--- src/rtl/mar_pkg.sv ---
// ----------------------------------------------------------------------------
// mar_pkg
// Shared types and constants for the moving average with ramp-up block.
// ----------------------------------------------------------------------------
package mar_pkg;

  // Width of the window size register and of the samples-used count.
  localparam int USED_W = 7;

  // Commands from the controller to the datapath.
  typedef struct packed {
    logic accept;    // write the incoming word into the ring
    logic setup;     // compute the count used and arm the ring walk
    logic sum_en;    // walk the ring and accumulate
    logic div_load;  // load the divider from the finished sum
    logic div_en;    // one quotient bit
    logic load_out;  // move the quotient into the output register
  } ctl_cmd_t;

  // Status from the datapath to the controller.
  typedef struct packed {
    logic sum_done;
    logic div_done;
  } dp_sts_t;

endpackage

--- src/rtl/moving_average_rampup_top.sv ---
// ----------------------------------------------------------------------------
// moving_average_rampup_top
// Moving average with ramp-up over the most recent samples of a series.
//
//   Channel  Direction  Handshake            Payload
//   in       input      in_valid/in_stall    in_sample, in_start_series
//   out      output     out_valid/out_stall  out_average, out_samples_used
//   cfg      input      cfg_valid/cfg_ready  cfg_data (window size)
//
// For each accepted word the ring is walked one entry a cycle through its
// single read port, then a restoring divider produces one quotient bit per
// cycle over the full sum width.
// Reset is synchronous, active low; it clears the fill count and pointer,
// and sets the window size to one. The ring needs no clearing pass.
// A new input word is taken while a finished result waits in the output
// register; a stalled result holds until taken.
// ----------------------------------------------------------------------------
module moving_average_rampup_top #(
  parameter int WINDOW_DEPTH = 64,
  parameter int SAMPLE_BITS  = 16
) (
  input  logic                        clk,
  input  logic                        rst_n,
  input  logic                        in_valid,
  output logic                        in_stall,
  input  logic [SAMPLE_BITS-1:0]      in_sample,
  input  logic                        in_start_series,
  output logic                        out_valid,
  input  logic                        out_stall,
  output logic [SAMPLE_BITS-1:0]      out_average,
  output logic [mar_pkg::USED_W-1:0]  out_samples_used,
  input  logic                        cfg_valid,
  output logic                        cfg_ready,
  input  logic [mar_pkg::USED_W-1:0]  cfg_data
);
  import mar_pkg::*;

  ctl_cmd_t cmd;
  dp_sts_t  sts;

  // The window register can be written on any cycle.
  assign cfg_ready = 1'b1;

  mar_ctrl u_ctrl (
    .clk       (clk),
    .rst_n     (rst_n),
    .in_valid  (in_valid),
    .in_stall  (in_stall),
    .out_valid (out_valid),
    .out_stall (out_stall),
    .sts       (sts),
    .cmd       (cmd)
  );

  mar_dp #(
    .WINDOW_DEPTH (WINDOW_DEPTH),
    .SAMPLE_BITS  (SAMPLE_BITS)
  ) u_dp (
    .clk              (clk),
    .rst_n            (rst_n),
    .cmd              (cmd),
    .sts              (sts),
    .in_sample        (in_sample),
    .in_start_series  (in_start_series),
    .cfg_we           (cfg_valid && cfg_ready),
    .cfg_data         (cfg_data),
    .out_average      (out_average),
    .out_samples_used (out_samples_used)
  );

endmodule

--- src/rtl/mar_ram.sv ---
// ----------------------------------------------------------------------------
// mar_ram
// Generic single-write, single-read RAM with a registered read port.
// ----------------------------------------------------------------------------
module mar_ram #(
  parameter int WIDTH = 16,
  parameter int DEPTH = 64
) (
  input  logic                                   clk,
  input  logic                                   we,
  input  logic [(DEPTH > 1 ? $clog2(DEPTH) : 1)-1:0] waddr,
  input  logic [WIDTH-1:0]                       wdata,
  input  logic                                   re,
  input  logic [(DEPTH > 1 ? $clog2(DEPTH) : 1)-1:0] raddr,
  output logic [WIDTH-1:0]                       rdata
);

  logic [WIDTH-1:0] mem_r [DEPTH];
  logic [WIDTH-1:0] rdata_r;

  // Write port and registered read port.
  always_ff @(posedge clk) begin
    if (we) begin
      mem_r[waddr] <= wdata;
    end
    if (re) begin
      rdata_r <= mem_r[raddr];
    end
  end

  assign rdata = rdata_r;

endmodule

--- src/rtl/mar_ctrl.sv ---
// ----------------------------------------------------------------------------
// mar_ctrl
// Sequencing state machine: accept, ring walk, division, result hand-off.
// ----------------------------------------------------------------------------
module mar_ctrl (
  input  logic               clk,
  input  logic               rst_n,
  input  logic               in_valid,
  output logic               in_stall,
  output logic               out_valid,
  input  logic               out_stall,
  input  mar_pkg::dp_sts_t   sts,
  output mar_pkg::ctl_cmd_t  cmd
);
  import mar_pkg::*;

  localparam logic [2:0] S_IDLE  = 3'd0;
  localparam logic [2:0] S_SETUP = 3'd1;
  localparam logic [2:0] S_SUM   = 3'd2;
  localparam logic [2:0] S_DIV   = 3'd3;
  localparam logic [2:0] S_DONE  = 3'd4;

  logic [2:0] state_r, state_nxt;
  logic       out_valid_r, out_valid_nxt;
  logic       out_free;

  // The output register can take a new word when empty or being drained.
  assign out_free = !out_valid_r || !out_stall;
  assign in_stall = (state_r != S_IDLE);

  // Next state and commands.
  always_comb begin
    state_nxt = state_r;
    cmd       = '0;
    unique case (state_r)
      S_IDLE: begin
        if (in_valid) begin
          cmd.accept = 1'b1;
          state_nxt  = S_SETUP;
        end
      end
      S_SETUP: begin
        cmd.setup = 1'b1;
        state_nxt = S_SUM;
      end
      S_SUM: begin
        if (sts.sum_done) begin
          cmd.div_load = 1'b1;
          state_nxt    = S_DIV;
        end else begin
          cmd.sum_en = 1'b1;
        end
      end
      S_DIV: begin
        if (sts.div_done) begin
          state_nxt = S_DONE;
        end else begin
          cmd.div_en = 1'b1;
        end
      end
      S_DONE: begin
        if (out_free) begin
          cmd.load_out = 1'b1;
          state_nxt    = S_IDLE;
        end
      end
      default: begin
        state_nxt = S_IDLE;
      end
    endcase
  end

  // Output valid flag.
  always_comb begin
    out_valid_nxt = out_valid_r;
    if (cmd.load_out) begin
      out_valid_nxt = 1'b1;
    end else if (out_valid_r && !out_stall) begin
      out_valid_nxt = 1'b0;
    end
  end

  always_ff @(posedge clk) begin
    if (!rst_n) begin
      state_r     <= S_IDLE;
      out_valid_r <= 1'b0;
    end else begin
      state_r     <= state_nxt;
      out_valid_r <= out_valid_nxt;
    end
  end

  assign out_valid = out_valid_r;

  // A result only appears after the division has finished.
  a_out_after_done: assert property (@(posedge clk) disable iff (!rst_n)
    $rose(out_valid_r) |-> $past(state_r == S_DONE))
    else $error("output became valid outside the hand-off state");

  // A stalled result is never overwritten by the next one.
  a_no_overwrite: assert property (@(posedge clk) disable iff (!rst_n)
    (out_valid_r && out_stall) |-> !cmd.load_out)
    else $error("result register overwritten while stalled");

endmodule

--- src/rtl/mar_dp.sv ---
// ----------------------------------------------------------------------------
// mar_dp
// Datapath: history ring, fill count, ring walk accumulator, restoring
// divider and output register.
// ----------------------------------------------------------------------------
module mar_dp #(
  parameter int WINDOW_DEPTH = 64,
  parameter int SAMPLE_BITS  = 16
) (
  input  logic                        clk,
  input  logic                        rst_n,
  input  mar_pkg::ctl_cmd_t           cmd,
  output mar_pkg::dp_sts_t            sts,
  input  logic [SAMPLE_BITS-1:0]      in_sample,
  input  logic                        in_start_series,
  input  logic                        cfg_we,
  input  logic [mar_pkg::USED_W-1:0]  cfg_data,
  output logic [SAMPLE_BITS-1:0]      out_average,
  output logic [mar_pkg::USED_W-1:0]  out_samples_used
);
  import mar_pkg::*;

  localparam int PTR_W  = (WINDOW_DEPTH > 1) ? $clog2(WINDOW_DEPTH) : 1;
  localparam int CNT_W  = $clog2(WINDOW_DEPTH + 1);
  localparam int WIDE_W = (CNT_W > USED_W) ? CNT_W : USED_W;
  localparam int SUM_W  = SAMPLE_BITS + USED_W;
  localparam int DCNT_W = $clog2(SUM_W + 1);

  localparam logic [PTR_W-1:0]  PTR_LAST   = PTR_W'(WINDOW_DEPTH - 1);
  localparam logic [CNT_W-1:0]  FILL_MAX   = CNT_W'(WINDOW_DEPTH);
  localparam logic [WIDE_W-1:0] DEPTH_WIDE = WIDE_W'(WINDOW_DEPTH);

  // Configuration, ring bookkeeping and walk state.
  logic [USED_W-1:0]      win_r;
  logic [PTR_W-1:0]       ptr_r, ptr_nxt;
  logic [CNT_W-1:0]       fill_r, fill_nxt;
  logic [USED_W-1:0]      used_r;
  logic [PTR_W-1:0]       rd_addr_r;
  logic [USED_W-1:0]      issue_cnt_r;
  logic                   acc_valid_r;
  logic signed [SUM_W-1:0] sum_r;

  // Divider state.
  logic                   neg_r;
  logic [SUM_W-1:0]       quo_r;
  logic [USED_W-1:0]      rem_r;
  logic [DCNT_W-1:0]      div_cnt_r;

  // Output register.
  logic [SAMPLE_BITS-1:0] avg_r;
  logic [USED_W-1:0]      used_out_r;

  logic                   rd_en;
  logic [SAMPLE_BITS-1:0] rd_data;
  logic [PTR_W-1:0]       rd_start;
  logic [PTR_W-1:0]       rd_addr_dec;
  logic [WIDE_W-1:0]      win_wide, w_eff, fill_wide, used_wide;
  logic [SUM_W-1:0]       sum_abs;
  logic [USED_W:0]        rem_sh;
  logic                   rem_ge;
  logic [USED_W:0]        rem_sub;
  logic [SUM_W-1:0]       quo_signed;

  mar_ram #(
    .WIDTH (SAMPLE_BITS),
    .DEPTH (WINDOW_DEPTH)
  ) u_ring (
    .clk   (clk),
    .we    (cmd.accept),
    .waddr (ptr_r),
    .wdata (in_sample),
    .re    (rd_en),
    .raddr (rd_addr_r),
    .rdata (rd_data)
  );

  // Accepted words advance the pointer; fill counts the series to depth.
  always_comb begin
    ptr_nxt  = (ptr_r == PTR_LAST) ? '0 : ptr_r + 1'b1;
    fill_nxt = in_start_series ? '0 : fill_r;
    if (fill_nxt != FILL_MAX) begin
      fill_nxt = fill_nxt + 1'b1;
    end
  end

  // Effective window, clamped to one and to the ring depth.
  always_comb begin
    win_wide  = WIDE_W'(win_r);
    fill_wide = WIDE_W'(fill_r);
    if (win_wide == '0) begin
      w_eff = WIDE_W'(1);
    end else if (win_wide > DEPTH_WIDE) begin
      w_eff = DEPTH_WIDE;
    end else begin
      w_eff = win_wide;
    end
    used_wide = (fill_wide < w_eff) ? fill_wide : w_eff;
  end

  // The newest sample sits one slot behind the write pointer.
  assign rd_start    = (ptr_r == '0) ? PTR_LAST : ptr_r - 1'b1;
  assign rd_addr_dec = (rd_addr_r == '0) ? PTR_LAST : rd_addr_r - 1'b1;
  assign rd_en       = cmd.sum_en && (issue_cnt_r != '0);

  // Divider: magnitude of the sum, one restoring step per cycle.
  assign sum_abs    = sum_r[SUM_W-1] ? SUM_W'(-sum_r) : SUM_W'(sum_r);
  assign rem_sh     = {rem_r, quo_r[SUM_W-1]};
  assign rem_ge     = rem_sh >= {1'b0, used_r};
  assign rem_sub    = rem_sh - {1'b0, used_r};
  assign quo_signed = neg_r ? SUM_W'(-quo_r) : quo_r;

  assign sts.sum_done = (issue_cnt_r == '0) && !acc_valid_r;
  assign sts.div_done = (div_cnt_r == '0);

  // Control registers.
  always_ff @(posedge clk) begin
    if (!rst_n) begin
      win_r       <= USED_W'(1);
      ptr_r       <= '0;
      fill_r      <= '0;
      issue_cnt_r <= '0;
      acc_valid_r <= 1'b0;
      div_cnt_r   <= '0;
    end else begin
      if (cfg_we) begin
        win_r <= cfg_data;
      end
      if (cmd.accept) begin
        ptr_r  <= ptr_nxt;
        fill_r <= fill_nxt;
      end
      if (cmd.setup) begin
        issue_cnt_r <= USED_W'(used_wide);
        acc_valid_r <= 1'b0;
      end else if (cmd.sum_en) begin
        acc_valid_r <= rd_en;
        if (rd_en) begin
          issue_cnt_r <= issue_cnt_r - 1'b1;
        end
      end
      if (cmd.div_load) begin
        div_cnt_r <= DCNT_W'(SUM_W);
      end else if (cmd.div_en && (div_cnt_r != '0)) begin
        div_cnt_r <= div_cnt_r - 1'b1;
      end
    end
  end

  // Payload registers.
  always_ff @(posedge clk) begin
    if (cmd.setup) begin
      used_r    <= USED_W'(used_wide);
      rd_addr_r <= rd_start;
      sum_r     <= '0;
    end else if (cmd.sum_en) begin
      if (rd_en) begin
        rd_addr_r <= rd_addr_dec;
      end
      if (acc_valid_r) begin
        sum_r <= sum_r + {{USED_W{rd_data[SAMPLE_BITS-1]}}, rd_data};
      end
    end
    if (cmd.div_load) begin
      neg_r <= sum_r[SUM_W-1];
      quo_r <= sum_abs;
      rem_r <= '0;
    end else if (cmd.div_en && (div_cnt_r != '0)) begin
      rem_r <= rem_ge ? rem_sub[USED_W-1:0] : rem_sh[USED_W-1:0];
      quo_r <= {quo_r[SUM_W-2:0], rem_ge};
    end
    if (cmd.load_out) begin
      avg_r      <= quo_signed[SAMPLE_BITS-1:0];
      used_out_r <= used_r;
    end
  end

  assign out_average      = avg_r;
  assign out_samples_used = used_out_r;

  // The fill count never passes the ring depth.
  a_fill_bound: assert property (@(posedge clk) disable iff (!rst_n)
    fill_r <= FILL_MAX)
    else $error("fill count beyond ring depth");

  // The count used is at least one and never more than the series holds.
  a_used_range: assert property (@(posedge clk) disable iff (!rst_n)
    cmd.setup |=> (used_r != '0) && (WIDE_W'(used_r) <= WIDE_W'(fill_r)))
    else $error("samples used out of range");

  // The partial remainder stays below the divisor while dividing.
  a_rem_bound: assert property (@(posedge clk) disable iff (!rst_n)
    (div_cnt_r != '0) |-> (rem_r < used_r))
    else $error("divider remainder not below divisor");

endmodule
--- config.mk ---
export PLATFORM = sky130hd
export DESIGN_NAME = moving_average_rampup_top
export DESIGN_NICKNAME = d
export VERILOG_FILES = /design/src/rtl/mar_pkg.sv /design/src/rtl/moving_average_rampup_top.sv /design/src/rtl/mar_ram.sv /design/src/rtl/mar_ctrl.sv /design/src/rtl/mar_dp.sv
export SDC_FILE = /design/constraint.sdc
export NUM_CORES = 1
export LEC_CHECK = 0
export BUFFER_PORTS_ARGS = -buffer_cell sky130_fd_sc_hd__buf_2
export CORE_MARGIN = 3
export CORE_UTILIZATION = 57
export DETAILED_ROUTE_END_ITERATION = 10
export PLACE_DENSITY_LB_ADDON = 0.2
export RECOVER_POWER = 100
export SETUP_SLACK_MARGIN = 0.2
export SKIP_LAST_GASP = 1
export SLEW_MARGIN = 5
export SYNTH_ARGS = -nofsm -noshare
export SYNTH_HDL_FRONTEND = slang
export SYNTH_SLANG_ARGS = --single-unit
--- constraint.sdc ---
create_clock -name clk -period 2.8 [get_ports clk]
set_input_delay 0.14 -clock clk [delete_from_list [all_inputs] [get_ports clk]]
set_output_delay 0.14 -clock clk [all_outputs]
set_load 0.01 [all_outputs]
==> results_dict.tcl <==
set metrics [dict create \
    fin_crit_sh_pct 98.90 \
    skew_ns 0.02870 \
    die_area_um2 86410 \
    crit_type "reg2reg" \
    clockRootBuffer "clkbuf_16" \
    finalInstanceArea_um2 54350 \
    place_hpwl_um 66550 \
    startpoint "u_dp.rd_addr_r[0]" \
    place_inst 3608 \
    grt_start_max_net_pins 65 \
    dp_slack_ns -0.08665 \
    ys.flop_type "edfxtp_1" \
    yosysTopAreaCellShare_pct 69.89 \
    hold_violations 0 \
    synth_nets 2507 \
    cts_tree "built" \
    fmaxAchievable_mhz 361.1 \
    drt_iter0_drc 2808 \
    drt-total-wl_um 111900 \
    relSlewSlack_pct -91.19 \
    gr-usage-all-layers_pct 26.55 \
    crit_fanout 5 \
    min_path_type "in2reg" \
    synth_seq_cells 1167 \
    p_leak_nw 17.88 \
    post_dp_cell_area_um2 50490 \
    rows 104 \
    overflow 0 \
    syn2layout_area_growth_pct 14.99 \
    syn_inst 2430 \
    fp.dieH_um 294.0 \
    violations "capacitance limit, slew limit" \
    post_synth.cell_area_avg_um2 19.45 \
    port_buffers 53 \
    cts_buffers 113 \
    rsz0062_at_grt "true" \
    antenna_found_initial 0 \
    tightest_slew_ns 2.868 \
    r2r_start "u_dp.rd_addr_r[0]" \
    p_per_area_nw_per_um2 760.3 \
    gp_congestion 0.8537 \
    status "complete, but fails checks" \
    instances_no_fill 3865 \
    clkTransAtPathRegs_ns 0.06 \
    grt_first_pass_wirelength_um 167200 \
    clock_latency_ns 0.68 \
    startpoint_type "flip-flop" \
    finalMaxSlewViolations 881 \
    fin_ws_ns 0.03075 \
    cp_slowest_cell "mux4_2" \
    wire_per_inst_um 28.96 \
    synthTopCellsByArea "edfxtp_1 (70%), mux4_2 (15%), dfxtp_1 (2.8%), ha_1 (1.2%), nand2_1 (0.89%)" \
    ioPinCount 55 \
    ys_types 69 \
    holdCritStartpoint "in_valid" \
    antenna_cells 0 \
    clockBufferDepth 3 \
    async_flop_share_pct 0 \
    final_nets 2794 \
    final-setup-viol-count 0 \
    period_needed_ns 2.769 \
    synth_edf_count 1100 \
    cts.sinks 1167 \
    synth-seq-area-share_pct 72.72 \
    cp_cell_sequence "buf_6, buf_12, buf_12, buf_16, mux4_2, mux4_2, nor2b_1, a211oi_2, a21oi_1" \
    worstPathRequired_ns 3.20 \
    critPathMaxStageDelay_ns 0.51 \
    whs_ns 0.03099 \
    grt_pass1_vias 25340 \
    start_util_pct 58.12 \
    yosys_warnings 0 \
    die_width_um 294.0 \
    viasPerCell 6.448 \
    ant_nets 0 \
    drc 0 \
    ir_drop_mv 0.4943 \
    yosys.area.top_type "edfxtp_1" \
    synth.most_common_cell "edfxtp_1" \
    critPathArrivalTime_ns 3.17 \
    synth_top_cells_by_count "edfxtp_1 (1,100), mux4_2 (320), nand2_1 (112)" \
    dr.pass1.iters 5 \
    core_um2 81330 \
    syn_area_um2 47270 \
    num_vias 24920 \
    worstSetupEndpointType "flip-flop" \
    maxCapViolCount 16 \
    htreeDepth 3 \
    drive_gt1_share_pct 26.17 \
]
-- worst max-delay path, delay by kind of cell (launching register included) --
kind                   cells  cell delay (ns)
multiplexers               2             1.02
flip-flops                 1             0.38
AND/OR/NAND/NOR            1             0.16
buffers and inverters      4             0.53
AO/OA/AOI/OAI              2             0.39
-- cells by family after synthesis --
group | after synthesis | share of synthesized area [%]
compound gates | 257 | 3.489
xor+xnor | 70 | 1.297
fa+ha+maj | 48 | 1.302
buf+inv | 165 | 1.392
flops | 1167 | 72.72
mux | 359 | 16.08
other cells | 1 | 0.007934
simple gates | 363 | 3.703
-- worst paths after layout --
| check | to | slack [ns] | depth (start not counted) |
|---|---|---|---|
| worst max-delay path | u_dp.u_ring.rdata[13] | 0.03 | 9 |
| worst max register to register | u_dp.u_ring.rdata[13] | 0.03 | 9 |
| worst min register to register | u_dp.rem_r[6] | 0.46 | 2 |
| worst min-delay path | u_ctrl.state_r[0] | 0.03 | 4 |
-- power by group --
| group | switching [mW] | internal, mW | leakage (nW) |
|---|---|---|---|
| logic | 3.76 | 3.61 | 5.76 |
| clock network | 6.25 | 7.98 | 1.68 |
| registers | 0.250 | 19.5 | 10.4 |
-- cell type report --
class                      instances  area, um^2
sequential                      1167       34370
fill                            5212       26980
multi-input combinational       1098       12490
clock buffer                     146        3035
timing repair buffer             298        2567
tap                             1060        1326
clock inverter                    57       414.1
inverter                          39       146.4
-- metal layers --
layer	track usage, %	part of all wire, %	wire (um)
met1	38.83	40	44500
met5	0	0	0
met3	4.272	8.6	9616
met4	7.303	3.1	3420
met2	42.50	49	54400
-- timing repair --
action,in CTS,in global routing
gates resized for setup,49,30
pin swaps,15,5
cloned,5,1
hold endpoints to repair,38,0
hold buffers,18,0
endpoints found under the setup margin,45,97
setup buffers,16,14
-- registers in the layout, summed over array words and instances, names as in the netlist, 16 cells and up --
name / flops
u_dp.quo_r: 23
u_dp.u_ring.rdata: 16
u_dp.sum_r: 23
u_dp.out_average: 16
u_dp.u_ring.mem_r: 1024
-- stage by stage --
stage	utilization, %	power, mW	setup TNS (ns)
global route	66.83	42.74	0
detailed placement	62.08	26.83	-0.1147
global placement	62.08	26.70	-0.06875
floorplan	-	24.35	0
CTS	67.21	41.44	0
finish	66.83	41.32	0
-- cell usage in the layout, fill, tap and decap left out, types with 8 or more instances in the layout --
| cell type | instances |
|---|---|
| mux4_2 | 320 |
| clkinv_2 | 17 |
| clkinv_1 | 27 |
| ha_1 | 46 |
| nor2b_1 | 31 |
| buf_2 | 19 |
| nor3_1 | 13 |
| and3_1 | 9 |
| buf_4 | 66 |
| nand4_1 | 9 |
| inv_1 | 39 |
| clkbuf_2 | 55 |
| buf_16 | 9 |
| mux2i_4 | 8 |
| edfxtp_1 | 1100 |
| a211oi_2 | 9 |
| clkbuf_16 | 117 |
| xor2_1 | 38 |
| a211oi_1 | 13 |
| dfxtp_1 | 67 |
| xnor2_1 | 32 |
| clkbuf_1 | 101 |
| a21oi_1 | 60 |
| nand2b_1 | 12 |
| o21ai_0 | 70 |
| nor2_2 | 10 |
| nand3_1 | 21 |
| a21o_1 | 13 |
| nand2_1 | 112 |
| dlygate4sd3_1 | 18 |
| buf_12 | 39 |
| a21boi_0 | 9 |
| o31ai_1 | 10 |
| clkbuf_4 | 9 |
| mux2i_1 | 24 |
| nor2_1 | 94 |
No activity file was read; power rests on OpenSTA's default activity.
